[src/rtl/dqr_pkg.sv]
// ----------------------------------------------------------------------------
// dqr_pkg: shared types and constants for the position deque
// Command and status codes, widths and the operation record that goes from
// the command front end to the store back end.
// ----------------------------------------------------------------------------
package dqr_pkg;

  localparam int unsigned StoreDepth = 256;
  localparam int unsigned AddrW      = $clog2(StoreDepth);
  localparam int unsigned CountW     = AddrW + 1;
  localparam int unsigned CoordW     = 8;
  localparam int unsigned SymW       = 8;
  localparam int unsigned EntryW     = 2 * CoordW + SymW;
  localparam int unsigned InDataW    = 40;
  localparam int unsigned OutDataW   = 40;
  localparam int unsigned QueueDepth = 2;

  localparam logic [CountW-1:0] CapReset = CountW'(200);
  localparam logic [CountW-1:0] CapMax   = CountW'(StoreDepth);

  typedef enum logic [2:0] {
    CMD_INS_HEAD = 3'd0,
    CMD_INS_TAIL = 3'd1,
    CMD_REM_HEAD = 3'd2,
    CMD_REM_TAIL = 3'd3,
    CMD_RD_HEAD  = 3'd4,
    CMD_RD_TAIL  = 3'd5,
    CMD_RD_INDEX = 3'd6,
    CMD_REVERSE  = 3'd7
  } cmd_e;

  typedef enum logic [1:0] {
    ST_OK    = 2'd0,
    ST_FULL  = 2'd1,
    ST_EMPTY = 2'd2,
    ST_RANGE = 2'd3
  } status_e;

  typedef struct packed {
    logic [SymW-1:0]   sym;
    logic [CoordW-1:0] y;
    logic [CoordW-1:0] x;
  } entry_t;

  // One store operation with the result fields already known
  typedef struct packed {
    logic              wr;
    logic              rd;
    logic [AddrW-1:0]  addr;
    entry_t            entry;
    status_e           status;
    logic [CountW-1:0] count;
  } op_t;

endpackage

[src/rtl/dqr_front.sv]
// ----------------------------------------------------------------------------
// dqr_front: command front end
// Holds head pointer, count, direction flag and capacity; decodes each
// command, updates the list state and issues one store operation.
// ----------------------------------------------------------------------------
module dqr_front import dqr_pkg::*; (
  input  logic                clk_i,
  input  logic                rst_ni,
  input  logic                cfg_we_i,
  input  logic [CountW-1:0]   cfg_wdata_i,
  input  logic                in_valid_i,
  input  logic [InDataW-1:0]  in_data_i,
  output logic                in_ready_o,
  input  logic                q_full_i,
  output logic                push_o,
  output op_t                 op_o
);

  logic [AddrW-1:0]  head_q, head_d;
  logic [CountW-1:0] count_q, count_d;
  logic              rev_q, rev_d;
  logic [CountW-1:0] cap_q;
  logic [CountW-1:0] cap_eff;
  cmd_e              cmd;
  entry_t            ent;
  logic [AddrW-1:0]  pos;
  logic [AddrW-1:0]  cnt_lo, cnt_m1;
  logic              empty, full;

  // Ring slot of a list position
  function automatic logic [AddrW-1:0] slot_of(logic [AddrW-1:0] head, logic rev,
                                               logic [AddrW-1:0] p);
    slot_of = rev ? head - p : head + p;
  endfunction

  assign in_ready_o = ~q_full_i;
  assign push_o     = in_valid_i & ~q_full_i;

  // Field unpacking
  assign cmd       = cmd_e'(in_data_i[2:0]);
  assign ent.x     = in_data_i[10:3];
  assign ent.y     = in_data_i[18:11];
  assign ent.sym   = in_data_i[26:19];
  assign pos       = in_data_i[34:27];

  assign cap_eff = (cap_q > CapMax) ? CapMax : cap_q;
  assign cnt_lo  = count_q[AddrW-1:0];
  assign cnt_m1  = cnt_lo - AddrW'(1);
  assign empty   = (count_q == '0);
  assign full    = (count_q >= cap_eff);

  // Command decode and next list state
  always_comb begin
    head_d       = head_q;
    count_d      = count_q;
    rev_d        = rev_q;
    op_o.wr      = 1'b0;
    op_o.rd      = 1'b0;
    op_o.addr    = '0;
    op_o.entry   = ent;
    op_o.status  = ST_OK;
    unique case (cmd)
      CMD_INS_HEAD: begin
        if (full) begin
          op_o.status = ST_FULL;
        end else begin
          head_d    = rev_q ? head_q + AddrW'(1) : head_q - AddrW'(1);
          op_o.wr   = 1'b1;
          op_o.addr = head_d;
          count_d   = count_q + CountW'(1);
        end
      end
      CMD_INS_TAIL: begin
        if (full) begin
          op_o.status = ST_FULL;
        end else begin
          op_o.wr   = 1'b1;
          op_o.addr = slot_of(head_q, rev_q, cnt_lo);
          count_d   = count_q + CountW'(1);
        end
      end
      CMD_REM_HEAD: begin
        if (empty) begin
          op_o.status = ST_EMPTY;
        end else begin
          head_d  = slot_of(head_q, rev_q, AddrW'(1));
          count_d = count_q - CountW'(1);
        end
      end
      CMD_REM_TAIL: begin
        if (empty) begin
          op_o.status = ST_EMPTY;
        end else begin
          count_d = count_q - CountW'(1);
        end
      end
      CMD_RD_HEAD: begin
        if (empty) begin
          op_o.status = ST_EMPTY;
        end else begin
          op_o.rd   = 1'b1;
          op_o.addr = head_q;
        end
      end
      CMD_RD_TAIL: begin
        if (empty) begin
          op_o.status = ST_EMPTY;
        end else begin
          op_o.rd   = 1'b1;
          op_o.addr = slot_of(head_q, rev_q, cnt_m1);
        end
      end
      CMD_RD_INDEX: begin
        if (empty) begin
          op_o.status = ST_EMPTY;
        end else if ({1'b0, pos} >= count_q) begin
          op_o.status = ST_RANGE;
        end else begin
          op_o.rd   = 1'b1;
          op_o.addr = slot_of(head_q, rev_q, pos);
        end
      end
      CMD_REVERSE: begin
        if (!empty) begin
          head_d = slot_of(head_q, rev_q, cnt_m1);
        end
        rev_d = ~rev_q;
      end
      default: ;
    endcase
    op_o.count = count_d;
  end

  // List state registers
  always_ff @(posedge clk_i or negedge rst_ni) begin
    if (!rst_ni) begin
      head_q  <= '0;
      count_q <= '0;
      rev_q   <= 1'b0;
    end else if (push_o) begin
      head_q  <= head_d;
      count_q <= count_d;
      rev_q   <= rev_d;
    end
  end

  // Capacity register
  always_ff @(posedge clk_i or negedge rst_ni) begin
    if (!rst_ni) begin
      cap_q <= CapReset;
    end else if (cfg_we_i) begin
      cap_q <= cfg_wdata_i;
    end
  end

endmodule

[config.mk]
export PLATFORM = sky130hd
export DESIGN_NAME = dqr_front
export DESIGN_NICKNAME = d
export VERILOG_FILES = /design/src/rtl/dqr_pkg.sv /design/src/rtl/dqr_front.sv
export SDC_FILE = /design/constraint.sdc
export NUM_CORES = 1
export LEC_CHECK = 0
export BUFFER_PORTS_ARGS = -buffer_cell sky130_fd_sc_hd__clkbuf_2
export CAP_MARGIN = 40
export CORE_ASPECT_RATIO = 0.6
export CORE_MARGIN = 2
export CORE_UTILIZATION = 45
export CTS_BUF_LIST = sky130_fd_sc_hd__clkbuf_4
export CTS_CLUSTER_DIAMETER = 150
export CTS_CLUSTER_SIZE = 20
export DETAILED_ROUTE_END_ITERATION = 10
export MAX_ROUTING_LAYER = met4
export PLACE_DENSITY = 0.75
export SLEW_MARGIN = 20
export SYNTH_ARGS = -nofsm -noshare
export SYNTH_HDL_FRONTEND = slang
export SYNTH_SLANG_ARGS = --single-unit
[constraint.sdc]
create_clock -name clk_i -period 2.9 [get_ports clk_i]
set_input_delay 0.145 -clock clk_i [delete_from_list [all_inputs] [get_ports clk_i]]
set_output_delay 0.145 -clock clk_i [all_outputs]
set_load 0.02 [all_outputs]
==> flow_summary.json <==
{
  "status": "finished, violations left",
  "violations": "hold timing, setup timing",
  "setup_viol": 28,
  "syn-cell-area_um2": 4700,
  "r2r_cells": 20,
  "syn_inst": 597,
  "maxCapViolCount": 0,
  "grt_pass1_wl_um": 26800,
  "grt_max_degree": 28,
  "period_needed_ns": 3.58,
  "antenna_found_initial": 0,
  "worstHoldPathCells": 2,
  "clkTransAtPathRegs_ns": 0.17,
  "synth_seq_area_share": 0.145,
  "relSlewSlack": 0.475,
  "drive_gt1_frac": 0.401,
  "final_common_cell": "buf_4",
  "seq_area_um2": 686,
  "max_stage_delay_ns": 0.54,
  "most-common-layout-cells": "106 x buf_4, 50 x nand2_1, 46 x nor2_1",
  "avgSynthCellArea_um2": 7.87,
  "utilization": 0.638,
  "nFillCells": 760,
  "firstDrtPassIters": 9,
  "initial_core_util": 0.469,
  "vias": 5491,
  "reg2reg_to": "head_q[6]$_DFFE_PN0P_",
  "reg2reg_from": "count_q[1]$_DFFE_PN0P_",
  "fin_crit_sh": 1.23,
  "row_count": 28,
  "crit_required_ns": 2.76,
  "wl_per_cell_um": 22.2,
  "clock-sinks": 27,
  "synthesis.nets": 702,
  "tightestPinTransition_ns": 0.788,
  "layout-area-overhead-vs-synth_pct": 36.0,
  "power_density_nw_per_um2": 1520,
  "cts_made_buffers": 3,
  "dieWidth_um": 136,
  "num-nets-final": 815,
  "grt_pass1_vias": 4992,
  "via_per_inst": 6.51,
  "pin_count": 101,
  "slew_viol_final": 0,
  "multiInputGateArea_um2": 4110,
  "cts_tree": "yes",
  "hold_viol": 1,
  "place.gp.congestion": 1.06,
  "max-vdd-ir-drop_mv": 0.870,
  "io_buffers": 47,
  "fmax_ghz": 0.280,
  "cts_root_buffer": "clkbuf_4",
  "rsz0062_at_grt": "true",
  "async_flop_share": 1.00,
  "dieArea_um2": 11300,
  "crit_family": "simple AND/OR/NAND/NOR gates",
  "drtAntennaViolNets": 0,
  "leakagePower_nw": 2.69,
  "finalWorstSetupSlack_ns": -0.676,
  "endpoint": "op_o[41]",
  "crit_type": "flop to primary output",
  "synth_flop_cell": "dfrtp_1",
  "skew_ns": 0.0154,
  "rrSetupSlack_ns": -0.51,
  "crit_chain": "inv_4, ha_4, a21boi_4, buf_6, nand2_2, xnor2_2, a31oi_1, xor2_1, ha_1, inv_2, or4_4, nand3_2, a22oi_2, o211ai_1, buf_4",
  "antenna_cells": 0,
  "chipHeight_um": 83.1,
  "cts.path.max_buffers": 2,
  "hp-class": "primary input to flop",
  "cp-startpoint": "count_q[1]$_DFFE_PN0P_",
  "cp_slowest_cell": "or4_4",
  "globalRouteTotalUtil": 0.310,
  "drc_errors": 0,
  "cp-end-kind": "primary output",
  "synth-seq-cells": 27,
  "drtIter0Drc": 813,
  "cp-start-kind": "flop",
  "synth_enable_flop_cells": 0,
  "overflow": 0,
  "critical_path_depth": 15,
  "yosysUniqueCellTypes": 77,
  "core-area_um2": 10000,
  "setup_tns_ns": -7.08,
  "worstPathArrival_ns": 3.43,
  "path_buf_inv": 4,
  "hold_slack_ns": -0.00669,
  "insertion_delay_ns": 0.38,
  "wirelength_um": 18700,
  "crit_path_max_fanout": 5,
  "cts_max_level": 1,
  "synth_warnings": 0,
  "place_hpwl_um": 12900
}
state kept, by name (all words and copies together) (netlist names):
name and cells:
cap_q 9, count_q 9, head_q 8, rev_q 1
worst min path at each step:
stage                   startpoint                     end  slack (ns)
finish              cfg_wdata_i[2]    cap_q[2]$_DFFE_PN0P_      -0.007
global route        cfg_wdata_i[1]    cap_q[1]$_DFFE_PN0P_      -0.008
CTS                 cfg_wdata_i[3]    cap_q[3]$_DFFE_PN1P_       0.003
detailed placement          rst_ni  count_q[6]$_DFFE_PN0P_        0.23
global placement            rst_ni  count_q[7]$_DFFE_PN0P_        0.23
floorplan                   rst_ni    cap_q[0]$_DFFE_PN0P_       -0.15
power breakdown:
part	switching [mW]	internal (mW)
Sequential	0.256	0.494
Clock	0.151	0.0533
Combinational	4.55	4.21
Total	4.96	4.76
synth_stat cells, types with 15 or more instances:
cell,number,share of area
inv_1,29,0.023
nand2_1,53,0.042
ha_1,48,0.13
mux2_2,17,0.041
buf_4,25,0.040
o21ai_0,34,0.036
nor2_1,55,0.044
a21oi_1,31,0.033
clkbuf_1,15,0.012
dfrtp_1,24,0.13
xnor2_1,43,0.080
nor3_1,16,0.017
mux2i_1,17,0.036
per-stage QoR:
stage	hold WS, ns	setup WS, ns	instance area, um2	std cells	power (mW)
after global routing	-0.00813	-0.712	6390	844	10.1
final	-0.00669	-0.676	6390	844	9.72
after CTS	0.00288	-0.503	6040	825	8.77
after floorplan	-0.151	-0.137	4780	597	5.05
after detailed placement	0.234	-0.151	5370	795	7.30
after global placement	0.229	-0.0996	5370	794	7.06
cell families after synthesis:
kind of cell | synth area share
AO/OA/AOI/OAI | 0.222
XOR/XNOR | 0.117
adder cells (fa/ha/maj) | 0.141
buffers and inverters | 0.0975
flip-flops | 0.145
multiplexers | 0.0802
AND/OR/NAND/NOR | 0.198
metal layers:
layer	vias to the layer above	track usage	wire [um]
met5	-	-	0
met2	451	0.451	7860
met3	108	0.0855	2680
met4	0	0.0616	822
li1	2355	-	-
met1	2577	0.432	7370
timing repair:
item,CTS,global route
gates cloned,0,1
buffers inserted,22,19
pin swaps,49,32
setup endpoints to repair,22,30
gates resized for setup,106,61
hold endpoints to repair,27,3
hold buffers,4,3
final cells by class:
type	instances	share of cell area
clock inverters	1	0.00117
inverters	32	0.0213
clock buffers	3	0.00352
repair buffers	163	0.196
flip-flops and latches	27	0.107
well taps	135	0.0264
multi-input cells	482	0.644
repair inverters	1	0.000783
worst register-to-register path: stages, from the launching register on:
cell and delay [ns]:
dfrtp_1 0.44, inv_4 0.12, ha_4 0.14, a21boi_4 0.25
xnor2_4 0.12, nor2_2 0.13, nor2_2 0.06, xnor2_1 0.14
ha_1 0.38, o21a_1 0.14, o31a_1 0.12, buf_4 0.15
o211ai_1 0.22, nand3_2 0.12, buf_4 0.15, buf_4 0.13
buf_6 0.10, buf_4 0.14, a2bb2oi_2 0.12, nor2_1 0.08
o22ai_1 0.09
(Power assumes the default switching activity.)
