## src/rtl/dqr_pkg.sv

```systemverilog
// ----------------------------------------------------------------------------
// dqr_pkg: shared types and constants for the position deque
// Command and status codes, widths and the operation record that goes from
// the command front end to the store back end.
// ----------------------------------------------------------------------------
package dqr_pkg;

  localparam int unsigned StoreDepth = 256;
  localparam int unsigned AddrW      = $clog2(StoreDepth);
  localparam int unsigned CountW     = AddrW + 1;
  localparam int unsigned CoordW     = 8;
  localparam int unsigned SymW       = 8;
  localparam int unsigned EntryW     = 2 * CoordW + SymW;
  localparam int unsigned InDataW    = 40;
  localparam int unsigned OutDataW   = 40;
  localparam int unsigned QueueDepth = 2;

  localparam logic [CountW-1:0] CapReset = CountW'(200);
  localparam logic [CountW-1:0] CapMax   = CountW'(StoreDepth);

  typedef enum logic [2:0] {
    CMD_INS_HEAD = 3'd0,
    CMD_INS_TAIL = 3'd1,
    CMD_REM_HEAD = 3'd2,
    CMD_REM_TAIL = 3'd3,
    CMD_RD_HEAD  = 3'd4,
    CMD_RD_TAIL  = 3'd5,
    CMD_RD_INDEX = 3'd6,
    CMD_REVERSE  = 3'd7
  } cmd_e;

  typedef enum logic [1:0] {
    ST_OK    = 2'd0,
    ST_FULL  = 2'd1,
    ST_EMPTY = 2'd2,
    ST_RANGE = 2'd3
  } status_e;

  typedef struct packed {
    logic [SymW-1:0]   sym;
    logic [CoordW-1:0] y;
    logic [CoordW-1:0] x;
  } entry_t;

  // One store operation with the result fields already known
  typedef struct packed {
    logic              wr;
    logic              rd;
    logic [AddrW-1:0]  addr;
    entry_t            entry;
    status_e           status;
    logic [CountW-1:0] count;
  } op_t;

endpackage

```

## src/rtl/dqr_queue.sv

```systemverilog
// ----------------------------------------------------------------------------
// dqr_queue: operation queue
// Short first-in first-out buffer of store operations between the front
// end and the back end.
// ----------------------------------------------------------------------------
module dqr_queue import dqr_pkg::*; (
  input  logic clk_i,
  input  logic rst_ni,
  input  logic push_i,
  input  op_t  push_op_i,
  output logic full_o,
  input  logic pop_i,
  output logic not_empty_o,
  output op_t  pop_op_o
);

  localparam int unsigned PtrW = $clog2(QueueDepth);

  op_t                 slots_q [QueueDepth];
  logic [PtrW-1:0]     wr_ptr_q, rd_ptr_q;
  logic [PtrW:0]       fill_q;
  logic                do_push, do_pop;

  assign full_o      = (fill_q == (PtrW+1)'(QueueDepth));
  assign not_empty_o = (fill_q != '0);
  assign pop_op_o    = slots_q[rd_ptr_q];
  assign do_push     = push_i & ~full_o;
  assign do_pop      = pop_i & not_empty_o;

  // Entry storage
  always_ff @(posedge clk_i) begin
    if (do_push) begin
      slots_q[wr_ptr_q] <= push_op_i;
    end
  end

  // Pointers and fill level
  always_ff @(posedge clk_i or negedge rst_ni) begin
    if (!rst_ni) begin
      wr_ptr_q <= '0;
      rd_ptr_q <= '0;
      fill_q   <= '0;
    end else begin
      if (do_push) wr_ptr_q <= wr_ptr_q + PtrW'(1);
      if (do_pop)  rd_ptr_q <= rd_ptr_q + PtrW'(1);
      if (do_push && !do_pop) begin
        fill_q <= fill_q + (PtrW+1)'(1);
      end else if (do_pop && !do_push) begin
        fill_q <= fill_q - (PtrW+1)'(1);
      end
    end
  end

endmodule

```

## config.mk

```make
export PLATFORM = sky130hd
export DESIGN_NAME = dqr_queue
export DESIGN_NICKNAME = d
export VERILOG_FILES = /design/src/rtl/dqr_pkg.sv /design/src/rtl/dqr_queue.sv
export SDC_FILE = /design/constraint.sdc
export NUM_CORES = 1
export LEC_CHECK = 0
export BUFFER_PORTS_ARGS = -buffer_cell sky130_fd_sc_hd__buf_2
export CELL_PAD_IN_SITES_DETAIL_PLACEMENT = 1
export CELL_PAD_IN_SITES_GLOBAL_PLACEMENT = 1
export CORE_AREA = 2 2 95 97
export CTS_CLUSTER_DIAMETER = 40
export DETAILED_ROUTE_END_ITERATION = 10
export DIE_AREA = 0 0 97 99
export GPL_ROUTABILITY_DRIVEN = 0
export GPL_TIMING_DRIVEN = 0
export PLACE_DENSITY = 0.75
export SLEW_MARGIN = 20
export SYNTH_ARGS = -nofsm -noshare
export SYNTH_HDL_FRONTEND = slang
export SYNTH_SLANG_ARGS = --single-unit
export TNS_END_PERCENT = 10
```

## constraint.sdc

```tcl
create_clock -name clk_i -period 4.15 [get_ports clk_i]
set_clock_uncertainty 0.1 [all_clocks]
set_input_delay 0.415 -clock clk_i [delete_from_list [all_inputs] [get_ports clk_i]]
set_output_delay 0.415 -clock clk_i [all_outputs]
set_load 0.02 [all_outputs]
```

==> results.toml, run 1 <==
[final_layout]
final_cell_area_sq_um = 4550
fillCellCount = 801
multi_input_area_sq_um = 754
register_area_sq_um = 2800
nets = 319
stdcell_count = 383
syn_to_final_growth_pct = 24.8
drive_gt1_share_pct = 59.9

[synthesis]
synth_area_leaders = "edfxtp_1, mux2_4, dfrtp_1"
synth.most_common_cell = "edfxtp_1"
yosysWarnings = 0
ys_types = 16
synth.largest_area_cell = "edfxtp_1"
syn-num-nets = 209
async_flop_share_pct = 4.26
synthFlopType = "edfxtp_1"
yosys-top-cells-count = "edfxtp_1, mux2_4, mux2_2"
synth_top_area_share_pct = 74.1
syn_area_sq_um = 3650
avgSynthCellArea_sq_um = 22.9
synth_cells = 159
synth-edff-count = 90
seq_area_frac_synth_pct = 76.8
synth.ff_latch_count = 94

[sta]
final.setup.worst_slack_ns = 2.12
finalMaxSlewViolations = 0
period_needed_ns = 2.03
hold_viol = 0
rsz0062_at_grt = "no"
post-route-period-util_pct = 49.0
slew_headroom_pct = 53.1
setup_viol = 0
max_slew.worst_pin.slew_ns = 0.703
fin_setup_tns_ns = 0
timing.fmax_mhz = 491

[cts]
clk_latency_ns = 0.34
cts_buffers = 9
numClockSinks = 94
htreeDepth = 3
cts_tree = "yes"
clkTransAtPathRegs_ns = 0.09
cts_root_buf = "clkbuf_8"
cts_buffer_depth = 2

[placed_design]
dpl_worst_slack_ns = 2.10
numPortBuffers = 95
place_hpwl_um = 4800
dp.cells = 365
placed_area_sq_um = 4350

[setup_path]
endpoint_kind = "output port"
rr_worst_depth = 5
crit_start = "rd_ptr_q"
critPathRequiredTime_ns = 3.63
crit_path_end = "pop_op_o[18]"
path_class = "reg2out"
r2r-end = "slots_q[0][0]"
critPathArrivalTime_ns = 1.52
r2r_slack_ns = 2.13
critPathMaxFanout = 10
crit_path_start_kind = "flop"
r2r-start = "fill_q[0]"

[floorplan]
num_io_pins = 96
die_h_um = 99
initial_core_util_pct = 42.7
core_area_sq_um = 8550
die_area_sq_um = 9600
floorplan.rows = 34
die_w_um = 97

[worst_hold_path]
min-delay-start = "push_op_i[1]"
hp-class = "in2reg"

[drt]
vias = 1820
wl_per_cell_um = 17.4
drtIter0Drc = 62
ant_nets = 0
drt_pass1_iterations = 4
drt_wl_total_um = 6660
drc_errors = 0
routed_via_density = 4.75

[power]
p_comb_share_pct = 41.0
leakagePower_uw = 0.00183
cell_internal_pwr_uw = 2210
pwr-share-seq_pct = 41.6
pwr-share-clk_pct = 17.4
ir_worst_vdd_v = 0.000403
power.switching_uw = 1080
powerDensity_nw_per_um2 = 723
p_sw_share_pct = 32.8

[global_routing]
grt_max_degree = 28
grt_usage_pct = 15.0
grt_overflow = 0
antenna_found_initial = 1
grt_pass1_vias = 2064
grt_pass1_wl_um = 10800

[job]
cap_violations = 0

[run_status]
status = "complete, no violations"
-- metrics by stage --
| step | utilization (%) | hold WS (ns) | total power [uW] |
|---|---|---|---|
| after floorplan | - | 0.0194 | 2340 |
| after global placement | 49.8 | 0.128 | 2670 |
| after detailed placement | 50.9 | 0.132 | 2760 |
| after CTS | 53.2 | 0.125 | 3340 |
| after global routing | 53.2 | 0.124 | 3460 |
| final | 53.2 | 0.150 | 3290 |
-- worst max-delay path: stages, from the launching register on --
cell,delay (ns)
dfrtp_1,0.34
buf_6,0.19
buf_12,0.17
mux2_4,0.31
buf_2,0.16
-- layout by cell type (no fill, tap or decap), types with 2 or more instances in the layout --
cell type / synthesis / final
buf_2: 0 / 95
edfxtp_1: 90 / 90
mux2_4: 39 / 39
clkbuf_8: 0 / 9
mux2_2: 6 / 6
buf_12: 4 / 4
dfrtp_1: 4 / 4
xnor2_1: 3 / 3
clkinv_1: 0 / 3
buf_16: 0 / 3
inv_1: 2 / 2
xor2_1: 2 / 2
clkinvlp_4: 0 / 2
-- how the worst min path moves through the flow --
stage                     endpoint  slack, ns  cells past startpoint
floorplan                fill_q[0]       0.02                      0
global placement          wr_ptr_q       0.13                      1
detailed placement        wr_ptr_q       0.13                      1
CTS                 slots_q[1][37]       0.12                      1
global route         slots_q[0][1]       0.12                      1
finish               slots_q[0][1]       0.15                      1
-- power groups by stage --
stage                     clock network, uW  registers, uW  logic [uW]
final                                   572           1370        1350
after detailed placement                  0           1390        1370
after floorplan                           0           1370         969
after global placement                    0           1390        1280
after global routing                    633           1390        1440
after CTS                               590           1370        1380
-- timing repair --
item | CTS | global route
endpoints found under the hold margin | 4 | 0
hold buffers | 1 | 0
gates resized for setup | 0 | 0
setup buffers | 0 | 0
-- kinds of logic (layout without fill, tap and decap cells) --
| kind of cell | count (synthesis) | count (layout) | synth area share, % |
|---|---|---|---|
| flip-flops | 94 | 94 | 76.8 |
| multiplexers | 45 | 45 | 17.9 |
| other | 0 | 1 | 0 |
| AND/OR/NAND/NOR | 7 | 7 | 0.995 |
| buffers and inverters | 7 | 122 | 2.71 |
| adder cells (fa/ha/maj) | 1 | 1 | 0.343 |
| XOR/XNOR | 5 | 5 | 1.20 |
-- state kept, by name, indices dropped and copies added (netlist names) --
register,count
slots_q,90
fill_q,2
rd_ptr_q,1
wr_ptr_q,1
-- cell type report --
class	instances	share of cell area, %
diodes	1	0.0550
plain buffers	5	2.01
clock buffers	9	2.72
clock inverters	7	1.43
inverters	2	0.165
multi-input cells	58	16.6
flip-flops and latches	94	61.6
well taps	108	2.97
repair buffers	99	12.5
-- routing by layer --
metal / share of wire, % / track usage (%) / vias up
li1: - / - / 838
met1: 44 / 19.5 / 898
met2: 48 / 23.8 / 78
met3: 6.7 / 4.04 / 6
met4: 0.90 / 6.50 / 0
met5: 0 / 0 / -
Note: power is estimated with default switching activity, not from simulation.
==> run 2, diff against run 1 <==
Settings changed: CORE_AREA 2 2 95 97 to 2 2 99 101, DIE_AREA 0 0 97 99 to 0 0 101 103, PLACE_DENSITY 0.75 to 0.73.
Clock period 4.15 ns to 1.8 ns, I/O delays scaled along.
==> run 2 against run 1 <==
  * Critical path depth stayed put
  * Non-clock buffer count is 45 higher
  * Sequential cell count stayed put
  * Combinational power grew to 2.6 times the previous value
  * Worst setup slack worse by 2.1 ns
  * Register-to-register slack worse by 2.1 ns
  * Sequential share of layout area is 7.1 points lower
  * Sequential power is 130% higher
  * Clock-buffer cell count stayed put
  * Critical path type unchanged
==> results.toml, run 2 (same netlist as run 1, synthesis figures left out) <==
[power]
powerDensity_nw_per_um2 = 1540
leakagePower_uw = 0.00206
ir_worst_vdd_v = 0.000759

[setup_path]
path_cells = "buf_12 > buf_12 > mux2_4 > buf_2"
critPathArrivalTime_ns = 1.51
slowest_stage = "dfrtp_1"
path_class = "reg2out"
endpoint_kind = "output port"
critPathRequiredTime_ns = 1.52
cp_top_family = "buffers and inverters"
slowest_delay_ns = 0.40
critPathMaxFanout = 10
crit_path_start_kind = "flop"
path_buf_inv = 3
path_common_cell = "buf_12"

[global_routing]
grt_pass1_vias = 2025
antenna_found_initial = 0
grt_pass1_wl_um = 9890
grt_max_degree = 46
grt_overflow = 0
grt_usage_pct = 12.9

[sta]
max_slew.worst_pin.slew_ns = 0.664
slew_headroom_pct = 55.7
timing.fmax_mhz = 559
fin_setup_tns_ns = 0
period_needed_ns = 1.79
setup_viol = 0
finalMaxSlewViolations = 0
rsz0062_at_grt = "yes"
post-route-period-util_pct = 99.4
hold_viol = 0

[cts]
cts_buffer_depth = 2
cts_buffers = 9
clkTransAtPathRegs_ns = 0.08
htreeDepth = 3
numClockSinks = 94
clk_latency_ns = 0.34
cts_root_buf = "clkbuf_8"
cts_tree = "yes"

[placed_design]
place_hpwl_um = 4080
numPortBuffers = 95
placed_area_sq_um = 4310
dp.cells = 369

[floorplan]
initial_core_util_pct = 38.6
num_io_pins = 96
core_area_sq_um = 9460
floorplan.rows = 36
die_area_sq_um = 10400
die_w_um = 101
die_h_um = 103

[job]
cap_violations = 0

[drt]
drc_errors = 0
drt_pass1_iterations = 4
drtIter0Drc = 33
ant_nets = 0
vias = 1976
routed_via_density = 4.56
drt_wl_total_um = 6900
wl_per_cell_um = 15.9

[final_layout]
largest_reg_flops = 90
syn_to_final_growth_pct = 41.1
drive_gt1_share_pct = 52.0
top_regs = "slots_q: 90 flops, fill_q: 2 flops"
layout_common_cells = "edfxtp_1, buf_2, dlygate4sd3_1, mux2_4, buf_6"
stdcell_count = 433
final_cell_area_sq_um = 5140
mostFrequentLayoutCell = "edfxtp_1"
antenna_cells = 0
finish.utilization_pct = 54.4
largest_register = "slots_q"
nets = 365

[run_status]
status = "complete, no violations"

[worst_hold_path]
hp-class = "in2async"
==> run 2: changes by cell type in the layout (fill, tap and decap cells not counted), sizes merged <==
cell	delta
diode	-1
buf	-1
bufinv	-1
nor2	+1
dlygate4sd3	+46
==> run 2: area by class of cell <==
cell class / count / area, sq um
multi-input combinational: 59 / 779
sequential: 94 / 2800
clock buffer: 9 / 124
fill: 880 / 4310
clock inverter: 6 / 40.0
timing repair buffer: 144 / 1150
inverter: 2 / 7.51
buffer: 5 / 100
tap: 114 / 143
==> run 2: worst paths after layout <==
path	from	end	slack, ns	depth (start not counted)
setup / recovery	rd_ptr_q	pop_op_o[9]	0.01	4
hold / removal	rst_ni	fill_q[0]	0.06	2
setup reg to reg	fill_q[0]	slots_q[1][9]	0.08	2
hold reg to reg	fill_q[0]	fill_q[0]	0.47	1
max in group asynchronous	rst_ni	rd_ptr_q	1.42	2
min in group clk_i	push_i	wr_ptr_q	0.07	3
==> run 2: what timing repair did <==
action / in CTS / in global routing
buffers inserted: 0 / 1
endpoints found under the setup margin: 109 / 90
cloned: 0 / 1
hold buffers: 47 / 0
pin swaps: 2 / 2
resized for setup: 21 / 38
hold endpoints to repair: 95 / 0
==> run 2: report_power, final <==
part           switching [uW]  total [uW]  internal [uW]
combinational            1700        3530           1830
sequential                172        3170           2990
clock                     717        1210            490
==> run 2: stage by stage <==
step | hold WS (ns) | power [uW] | worst slack, ns
after global placement | -0.107 | 6170 | -0.418
after CTS | 0.0258 | 7720 | -0.126
after detailed placement | -0.106 | 6270 | -0.312
after global routing | 0.0627 | 8300 | -0.0500
after floorplan | -0.216 | 5430 | 0.00710
final | 0.0571 | 7900 | 0.0101
==> run 2: worst register-to-register path, cell delays in order, from the launching register on <==
cell and delay, ns:
dfrtp_1 0.43, nand2b_4 0.18, and3_4 0.64
==> run 2: per-layer routing <==
| metal | vias up | GRT usage [%] | wire [um] |
|---|---|---|---|
| met1 | 973 | 15.3 | 2830 |
| met2 | 62 | 22.0 | 3630 |
| li1 | 929 | - | - |
| met4 | 0 | 6.24 | 138 |
| met5 | - | 0 | 0 |
| met3 | 12 | 3.19 | 296 |
